$ cat src/design/sds_pkg.sv
package sds_pkg;

  localparam int unsigned MaxSprites = 32;
  localparam int unsigned CoordBits  = 20;
  localparam int unsigned TagBits    = 8;
  localparam int unsigned SqBits     = 2 * CoordBits;
  localparam int unsigned DistBits   = 2 * CoordBits + 1;
  localparam int unsigned CntBits    = $clog2(MaxSprites + 1);
  localparam int unsigned CfgIdxBits = 1;

  // configuration register indexes
  typedef enum logic [CfgIdxBits-1:0] {
    CfgPlayerX = 1'b0,
    CfgPlayerY = 1'b1
  } cfg_reg_e;

  // one sorted list entry
  typedef struct packed {
    logic [DistBits-1:0]  dist_sq;
    logic [CoordBits-1:0] x;
    logic [CoordBits-1:0] y;
    logic [TagBits-1:0]   tag;
  } entry_t;

  typedef enum logic [1:0] {
    OpHold,
    OpInsert,
    OpShift
  } cell_op_e;

  typedef enum logic {
    StFill,
    StDrain
  } state_e;

  // status of the distance pipeline toward the list control
  typedef struct packed {
    logic valid;
    logic final_sprite;
    logic final_pending;
  } dist_stat_t;

endpackage

$ cat src/design/sds_cell.sv
module sds_cell import sds_pkg::*; (
  input  logic     clk_i,
  input  cell_op_e op_i,
  input  logic     occupied_i,
  input  logic     ge_prev_i,
  input  entry_t   new_i,
  input  entry_t   prev_i,
  input  entry_t   next_i,
  output entry_t   entry_o,
  output logic     ge_o
);

  entry_t entry_q, entry_d;

  // this entry stays ahead of the new one: at least as far (ties keep arrival order)
  assign ge_o = occupied_i & (entry_q.dist_sq >= new_i.dist_sq);

  always_comb begin
    entry_d = entry_q;
    case (op_i)
      OpInsert: begin
        if (!ge_o) begin
          entry_d = ge_prev_i ? new_i : prev_i;
        end
      end
      OpShift: begin
        entry_d = next_i;
      end
      default: begin
        entry_d = entry_q;
      end
    endcase
  end

  always_ff @(posedge clk_i) begin
    entry_q <= entry_d;
  end

  assign entry_o = entry_q;

endmodule
$ cat config.mk
export PLATFORM = sky130hd
export DESIGN_NAME = sds_cell
export DESIGN_NICKNAME = d
export VERILOG_FILES = /design/src/design/sds_pkg.sv /design/src/design/sds_cell.sv
export SDC_FILE = /design/constraint.sdc
export NUM_CORES = 1
export LEC_CHECK = 0
export BUFFER_PORTS_ARGS = -buffer_cell sky130_fd_sc_hd__clkbuf_2
export CAP_MARGIN = 20
export CORE_AREA = 2 2 139 141
export CTS_CLUSTER_SIZE = 40
export DETAILED_ROUTE_END_ITERATION = 10
export DIE_AREA = 0 0 141 143
export PLACE_DENSITY = 0.62
export SYNTH_ARGS = -nofsm -noshare
export SYNTH_HDL_FRONTEND = slang
export SYNTH_SLANG_ARGS = --single-unit
export TNS_END_PERCENT = 10
$ cat constraint.sdc
create_clock -name clk_i -period 5.4 [get_ports clk_i]
set_input_delay 0.54 -clock clk_i [delete_from_list [all_inputs] [get_ports clk_i]]
set_output_delay 0.54 -clock clk_i [all_outputs]
set_load 0.05 [all_outputs]
==> out/results.tsv <==
metric	value	unit
status	finished, final reports clean	
r2r_cells	8	
critPathMaxStageDelay	570	ps
ant_nets	0	
hold_path_end	entry_o[14]$_DFFE_PP_	
wire_per_inst	15.5	microns
required	5380	ps
ys_ff_latch	89	
multi_input_area	0.00261	sq mm
viasPerCell	4.50	
grt_setup_unrepaired	false	
arrival	3390	ps
rrSetupSlack	1990	ps
rows	50	
hold_buffers	0	
die_area	0.0202	sq mm
cts.repair.resized	0	
grt_pass1_wl	25.8	mm
crit_path_end_kind	flop	
hp-start	next_i[14]	
p_clk_frac	0.299	
cp-start-kind	flop	
syn_inst	536	
syn_to_final_growth	42.2	%
hold_viol	0	
final_max_slew_viol_count	0	
cp_cell_sequence	ha_1 -> nand4_1 -> nor2_1 -> a221oi_1 -> o211ai_1 -> a211oi_1 -> a211o_4 -> buf_4	
r2r-start	entry_o[87]$_DFFE_PP_	
comb_power_share	0.305	
max_freq	293	MHz
drc	0	
min_path_type	in -> reg	
layout.nets	1196	
die_h	143	microns
fin_crit	3410	ps
hpwlAfterDp	14.3	mm
grtUsageTotal	0.167	
synth_edf_count	89	
power.ir.vdd_worst	0.000165	V
skew	10.1	ps
start_util	0.299	
seq_power_share	0.396	
drive_gt1_frac	0.434	
power_density	286	mW/mm^2
wl	17.5	mm
finalCritPeriodShare	0.632	
async_flop_share	0	
ys_seq_area_frac	0.482	
finalSetupTns	0	ps
pin_count	362	
setup_viol_count_final	0	
largest_register_ff_count	89	
root_buffer	clkbuf_16	
grt_overflow	0	
leakage	3.98	nW
core	0.0186	sq mm
syn_nets	849	
synthesis.area	0.00555	sq mm
clkSinkCount	89	
htree_levels	3	
place.gp.congestion	0.772	
drv_cap	0	
layout_commonest_cell	clkbuf_2	
first_iter_violations	114	
antenna_found_initial	2	
fin_area	0.00789	sq mm
dr.pass1.iters	4	
rr_endpoint	entry_o[43]$_DFFE_PP_	
maxSlewHeadroom	0.297	
yosysWarningCount	0	
whs_path_depth	3	
grt_max_degree	93	
p_switching	773	uW
synthDistinctLibCells	31	
port_buffers	361	
cts_tree	built	
switching_share	0.343	
crit_slowest_cell	a211o_4	
tightestPinTransition	1050	ps
final_cell_mix	360 x clkbuf_2, 102 x nand2_1, 95 x o21ai_0	
seq_area	0.00267	sq mm
numCtsBuffers	9	
clk_latency	340	ps
syn_area_per_cell	10.4	sq um
fp.dieW	141	microns
grt_pass1_vias	4968	
place_area	0.00757	sq mm
fillers	1836	
cts_setup_buffers	0	
vias	5049	
crit_type	reg -> reg	
cts_buffer_depth	2	
synth_ff_type	edfxtp_1	
internal-power	1.48	mW
crit_path_max_fanout	46	
path_clk_slew	70	ps
[cells by family after synthesis]
logic type,Yosys count,synth area share
AND/OR/NAND/NOR,124,0.0961
AO/OA/AOI/OAI,122,0.118
multiplexers,89,0.161
flip-flops,89,0.482
buffers and inverters,71,0.0516
adder cells (fa/ha/maj),41,0.0925
[Yosys cell counts, types with 2 or more instances]
library cell	number	area [sq um]
inv_1	41	154
a21oi_1	15	75.1
nand3_1	4	20.0
mux2i_1	89	891
o21ai_0	95	475
edfxtp_1	89	2670
clkbuf_1	15	56.3
buf_2	13	65.1
nand2_1	102	383
nor2b_1	4	25.0
ha_1	41	513
nand4_1	3	18.8
a221oi_1	2	17.5
a211oi_1	2	15.0
nor2_1	4	15.0
a211o_1	2	17.5
[final cells by class]
type / count / share of cell area
Antenna cell: 1 / 0.000317
Clock buffer: 11 / 0.0295
Clock inverter: 5 / 0.0102
Inverter: 41 / 0.0195
Multi-Input combinational cell: 376 / 0.330
Sequential cell: 89 / 0.339
Tap cell: 234 / 0.0371
Timing Repair Buffer: 366 / 0.234
[how the worst max path moves through the flow]
stage	startpoint	end	slack, ps
6_report	entry_o[87]$_DFFE_PP_	entry_o[43]$_DFFE_PP_	1990
5_1_grt	entry_o[80]$_DFFE_PP_	entry_o[38]$_DFFE_PP_	1620
4_1_cts	entry_o[87]$_DFFE_PP_	entry_o[33]$_DFFE_PP_	1830
3_5_place_dp	new_i[87]	entry_o[41]$_DFFE_PP_	1560
3_3_place_gp	new_i[87]	entry_o[28]$_DFFE_PP_	1630
2_1_floorplan	entry_o[87]$_DFFE_PP_	entry_o[0]$_DFFE_PP_	1200
[power groups by stage]
stage | clock network [mW] | logic (mW) | registers [mW]
floorplan | 0 | 0.204 | 1.16
global placement | 0 | 0.691 | 0.903
detailed placement | 0 | 0.697 | 0.907
CTS | 0.690 | 0.699 | 0.893
global route | 0.717 | 0.747 | 0.900
finish | 0.672 | 0.688 | 0.892
[stage by stage]
step	utilization	total power [mW]	setup slack [ps]	hold slack, ps	cells
after detailed placement	0.407	1.60	1560	819	1106
after CTS	0.424	2.28	1830	456	1122
after global placement	0.407	1.59	1630	812	1106
final	0.424	2.25	1990	468	1123
after floorplan	-	1.36	1200	727	536
after global routing	0.424	2.36	1620	472	1122
[critical path: cells and delay by family, from the launching register on]
family                   cells  cell delay, ps
AO/OA/AOI/OAI                4            1440
buffers and inverters        1             550
flip-flops                   1             400
adder cells (fa/ha/maj)      1             320
AND/OR/NAND/NOR              2             300
[per-layer routing]
layer  vias up  share of wire  global-route usage
met2       202           0.49               0.287
li1       2619              -                   -
met3        21          0.087              0.0614
met4         2          0.017              0.0542
met1      2205           0.41               0.194
met5         -        0.00074                   0
Power figures use the tool's default switching activity.
