## config.mk

```make
export PLATFORM = sky130hd
export DESIGN_NAME = sds_dist
export DESIGN_NICKNAME = d
export VERILOG_FILES = /design/src/design/sds_pkg.sv /design/src/design/sds_dist.sv
export SDC_FILE = /design/constraint.sdc
export NUM_CORES = 2
export LEC_CHECK = 0
export BUFFER_PORTS_ARGS = -buffer_cell sky130_fd_sc_hd__buf_2
export CAP_MARGIN = 10
export CORE_ASPECT_RATIO = 1.5
export CORE_MARGIN = 2
export CORE_UTILIZATION = 25
export CTS_CLUSTER_SIZE = 14
export DETAILED_ROUTE_END_ITERATION = 10
export MAX_ROUTING_LAYER = met4
export PLACE_DENSITY_LB_ADDON = 0.12
export REMOVE_ABC_BUFFERS = 1
export SETUP_SLACK_MARGIN = 0.1
export SYNTH_ARGS = -nofsm -noshare
export SYNTH_HDL_FRONTEND = slang
export SYNTH_SLANG_ARGS = --single-unit
```

## constraint.sdc

```tcl
create_clock -name clk_i -period 22.1 [get_ports clk_i]
set_clock_uncertainty 0.1 [all_clocks]
set_input_delay 1.105 -clock clk_i [delete_from_list [all_inputs] [get_ports clk_i]]
set_output_delay 1.105 -clock clk_i [all_outputs]
set_load 0.02 [all_outputs]
```

## src/design/sds_pkg.sv

```systemverilog
package sds_pkg;

  localparam int unsigned MaxSprites = 32;
  localparam int unsigned CoordBits  = 20;
  localparam int unsigned TagBits    = 8;
  localparam int unsigned SqBits     = 2 * CoordBits;
  localparam int unsigned DistBits   = 2 * CoordBits + 1;
  localparam int unsigned CntBits    = $clog2(MaxSprites + 1);
  localparam int unsigned CfgIdxBits = 1;

  // configuration register indexes
  typedef enum logic [CfgIdxBits-1:0] {
    CfgPlayerX = 1'b0,
    CfgPlayerY = 1'b1
  } cfg_reg_e;

  // one sorted list entry
  typedef struct packed {
    logic [DistBits-1:0]  dist_sq;
    logic [CoordBits-1:0] x;
    logic [CoordBits-1:0] y;
    logic [TagBits-1:0]   tag;
  } entry_t;

  typedef enum logic [1:0] {
    OpHold,
    OpInsert,
    OpShift
  } cell_op_e;

  typedef enum logic {
    StFill,
    StDrain
  } state_e;

  // status of the distance pipeline toward the list control
  typedef struct packed {
    logic valid;
    logic final_sprite;
    logic final_pending;
  } dist_stat_t;

endpackage

```

## src/design/sds_dist.sv

```systemverilog
module sds_dist import sds_pkg::*; (
  input  logic                 clk_i,
  input  logic                 rst_ni,
  input  logic                 in_fire_i,
  input  logic [CoordBits-1:0] player_x_i,
  input  logic [CoordBits-1:0] player_y_i,
  input  logic [CoordBits-1:0] sprite_x_i,
  input  logic [CoordBits-1:0] sprite_y_i,
  input  logic [TagBits-1:0]   sprite_tag_i,
  input  logic                 final_sprite_i,
  output dist_stat_t           stat_o,
  output entry_t               entry_o
);

  logic                 a_vld_q, a_fin_q;
  logic [CoordBits-1:0] a_dx_q, a_dy_q, a_x_q, a_y_q;
  logic [TagBits-1:0]   a_tag_q;
  logic [CoordBits-1:0] a_dx_d, a_dy_d;

  logic                 b_vld_q, b_fin_q;
  logic [SqBits-1:0]    b_sqx_q, b_sqy_q;
  logic [SqBits-1:0]    b_sqx_d, b_sqy_d;
  logic [CoordBits-1:0] b_x_q, b_y_q;
  logic [TagBits-1:0]   b_tag_q;

  // absolute coordinate differences
  always_comb begin
    a_dx_d = (player_x_i >= sprite_x_i) ? player_x_i - sprite_x_i : sprite_x_i - player_x_i;
    a_dy_d = (player_y_i >= sprite_y_i) ? player_y_i - sprite_y_i : sprite_y_i - player_y_i;
  end

  assign b_sqx_d = SqBits'(a_dx_q) * SqBits'(a_dx_q);
  assign b_sqy_d = SqBits'(a_dy_q) * SqBits'(a_dy_q);

  always_ff @(posedge clk_i or negedge rst_ni) begin
    if (!rst_ni) begin
      a_vld_q <= 1'b0;
      a_fin_q <= 1'b0;
      b_vld_q <= 1'b0;
      b_fin_q <= 1'b0;
    end else begin
      a_vld_q <= in_fire_i;
      a_fin_q <= in_fire_i & final_sprite_i;
      b_vld_q <= a_vld_q;
      b_fin_q <= a_fin_q;
    end
  end

  always_ff @(posedge clk_i) begin
    if (in_fire_i) begin
      a_dx_q  <= a_dx_d;
      a_dy_q  <= a_dy_d;
      a_x_q   <= sprite_x_i;
      a_y_q   <= sprite_y_i;
      a_tag_q <= sprite_tag_i;
    end
    if (a_vld_q) begin
      b_sqx_q <= b_sqx_d;
      b_sqy_q <= b_sqy_d;
      b_x_q   <= a_x_q;
      b_y_q   <= a_y_q;
      b_tag_q <= a_tag_q;
    end
  end

  assign entry_o.dist_sq = DistBits'(b_sqx_q) + DistBits'(b_sqy_q);
  assign entry_o.x       = b_x_q;
  assign entry_o.y       = b_y_q;
  assign entry_o.tag     = b_tag_q;

  assign stat_o.valid         = b_vld_q;
  assign stat_o.final_sprite  = b_fin_q;
  assign stat_o.final_pending = a_fin_q | b_fin_q;

endmodule

```

==> results.tsv <==
stage	metric	value	unit
timing	tns	0	ps
clocking	cts_tree	built	
critical_path	critPathCapture	b_sqy_q[37]	
grt	grt_max_degree	67	
floorplan	row_count	168	
clocking	clock-sinks	218	
floorplan	start_util	25.1	%
timing	setup_slack	14290	ps
timing	worst_slew_pin_slew	1060	ps
critical_path	r2r-end	b_sqy_q[37]	
timing	drv_slew	0	
critical_path	startpoint_type	register	
detailed_routing	drt_pass1_iterations	5	
clocking	clock_latency	610	ps
critical_path	cp-end-kind	register	
final_layout	n_fill_cell	15100	
timing	period_needed	7810	ps
placement	placedCellCount	5523	
final_layout	drive_above_1_share	8.29	%
grt	grt_pass1_wl	154	mm
synthesis	synthArstFlopShare	1.83	%
worst_hold_path	hold_class	primary input to async pin	
clocking	cts_root_buf	clkbuf_16	
synthesis	syn_area_per_cell	9.88	µm²
timing	period_share	35.3	%
clocking	cts_buffers	29	
critical_path	crit_start	a_dy_q[4]	
clocking	ctsResizeCount	0	
final_layout	design_area	39100	µm²
critical_path	path_class	register to register	
placement	hpwl	79.0	mm
placement	gp_congestion	0.790	
synthesis	ys.flop_type	edfxtp_1	
synthesis	yosysWarnings	0	
job	max_cap_viol_count	0	
timing	slew_headroom	29.1	%
critical_path	worstPathRequired	22360	ps
final_layout	nets	4762	
detailed_routing	via_per_inst	4.30	
clocking	path_clk_slew	60	ps
synthesis	synth_cells	3552	
critical_path	reg2reg_slack	14290	ps
clocking	cts_max_path_buffers	3	
placement	io_buffer_count	183	
timing	finalSetupViolations	0	
floorplan	core_region_area	140000	µm²
critical_path	timing.rr.start	a_dy_q[4]	
critical_path	cp_max_fo	21	
timing	rsz0062_at_grt	no	
clocking	cts_setup_buffers	0	
final_layout	stdcell_count	5577	
timing	fmax	128	MHz
grt	track_usage	14.3	%
floorplan	die_h	463	µm
grt	grt_pass1_vias	27600	
timing	finalHoldViolCount	0	
synthesis	seq_area_frac_synth	18.6	%
floorplan	dieArea	143000	µm²
synthesis	synth-seq-cells	218	
final_layout	syn_to_final_growth	11.5	%
critical_path	worstRegToRegCells	21	
floorplan	die-width	310	µm
synthesis	yosysUniqueCellTypes	89	
grt	antenna_found_initial	1	
run_status	outcome	finished, final reports clean	
detailed_routing	vias	24000	
grt	grt-ovfl-total	0	
critical_path	critPathArrivalTime	8060	ps
synthesis	synth_edf_count	214	
detailed_routing	ant_nets	0	
synthesis	synth_area	35100	µm²
placement	postPlaceCellArea	38200	µm²
detailed_routing	post-route-drc-count	0	
detailed_routing	drt_iter0_markers	819	
detailed_routing	finalWirelength	96.1	mm
clocking	ctsHoldBuffers	0	
detailed_routing	detail_route.wl_per_cell	17.2	µm
placement	dp_slack	14180	ps
clocking	htree_levels	1	
floorplan	io_pins	184	
==> per-stage QoR <==
stage	utilization [%]	hold WS, ps
after floorplan	-	246
after global placement	27.3	258
after detailed placement	27.3	266
after CTS	28.0	129
after global routing	28.0	147
final	28.0	195
==> routing by layer <==
metal  routed length [µm]  global-route usage [%]
met3                 2980                    1.56
met4                 1880                    2.87
met2                53800                    27.2
met1                37500                    15.8
met5                    0                       -
==> cells in the mapped netlist (all sizes together), types with 5 or more instances <==
library cell / instances / area share [%]
or3: 5 / 0.089
mux2i: 15 / 0.43
a21o: 87 / 1.9
or2: 9 / 0.16
and3: 10 / 0.18
o21ai: 81 / 1.2
o31ai: 11 / 0.27
nor3: 29 / 0.43
a221oi: 6 / 0.17
nor2: 112 / 1.2
fa: 562 / 32
a31o: 6 / 0.17
nand2: 309 / 3.3
mux2: 8 / 0.26
xnor2: 111 / 2.8
and2: 141 / 2.5
xor2: 61 / 1.5
o21bai: 21 / 0.48
a221o: 6 / 0.18
ha: 424 / 15
buf: 15 / 0.22
edfxtp: 214 / 18
inv: 820 / 8.8
clkbuf: 104 / 1.1
nand3: 24 / 0.34
a211oi: 14 / 0.35
nor2b: 35 / 0.62
a31oi: 14 / 0.25
nand4: 25 / 0.45
o21a: 18 / 0.39
a21oi: 151 / 2.2
a2111oi: 6 / 0.21
o211ai: 9 / 0.19
nand2b: 21 / 0.37
==> sequential cells by signal (all words and copies together), names as in the netlist <==
name     flops
a_y_q       20
b_fin_q      1
a_fin_q      1
b_x_q       20
b_sqx_q     39
a_dy_q      20
b_tag_q      8
b_sqy_q     39
a_dx_q      20
a_tag_q      8
a_x_q       20
b_vld_q      1
a_vld_q      1
b_y_q       20
==> critical path: stages, from the launching register on <==
cell	delay [ps]
edfxtp_1	970
nand2_1	180
fa_1	620
inv_1	60
fa_1	540
fa_1	440
fa_1	560
inv_1	70
fa_1	530
inv_1	50
fa_1	460
fa_1	480
ha_1	350
a21o_1	170
a21o_1	170
a21oi_1	180
inv_1	70
o2111ai_1	300
a211oi_1	230
o311ai_1	510
a21oi_1	130
or3b_1	360
==> cell families after synthesis <==
group / share of synthesized area, %
xor+xnor: 4.29
simple gates: 10.1
mux: 0.685
compound gates: 9.04
buf+inv: 10.1
fa+ha+maj: 47.2
flops: 18.6
==> cells in the final DEF, fill, tap and decap left out, drive strengths merged, types with 6 or more instances in the layout <==
cell	synthesis	final
inv	820	822
fa	562	562
ha	424	424
nand2	309	309
buf	15	220
edfxtp	214	214
a21oi	151	151
and2	141	141
nor2	112	112
xnor2	111	111
a21o	87	87
o21ai	81	81
xor2	61	61
nor2b	35	35
clkbuf	104	33
nor3	29	29
nand4	25	25
nand3	24	24
nand2b	21	21
o21bai	21	21
o21a	18	18
mux2i	15	15
a31oi	14	14
a211oi	14	14
o31ai	11	11
and3	10	10
o211ai	9	9
or2	9	9
mux2	8	8
clkinv	0	8
a31o	6	6
a221oi	6	6
a2111oi	6	6
a221o	6	6
==> worst min path at each step <==
stage	from	end	slack [ps]	cells past startpoint
finish	rst_ni	a_fin_q	200	1
global route	rst_ni	a_fin_q	150	1
floorplan	a_fin_q	b_fin_q	250	0
detailed placement	a_fin_q	b_fin_q	270	0
CTS	rst_ni	a_fin_q	130	1
global placement	a_fin_q	b_fin_q	260	0
==> area by class of cell <==
class                   instances  area [µm²]  area share [%]
multi-input cells            2395       25000            63.9
flip-flops and latches        218        6530            16.7
inverters                     820        3080            7.86
well taps                    1870        2340            5.98
repair buffers                220        1200            3.06
clock buffers                  33         741            1.89
clock inverters                19         229           0.585
diodes                          2        5.00          0.0128
Power is not shown: default switching activity piles up to over one toggle a cycle in this logic, so the estimate is an artifact.
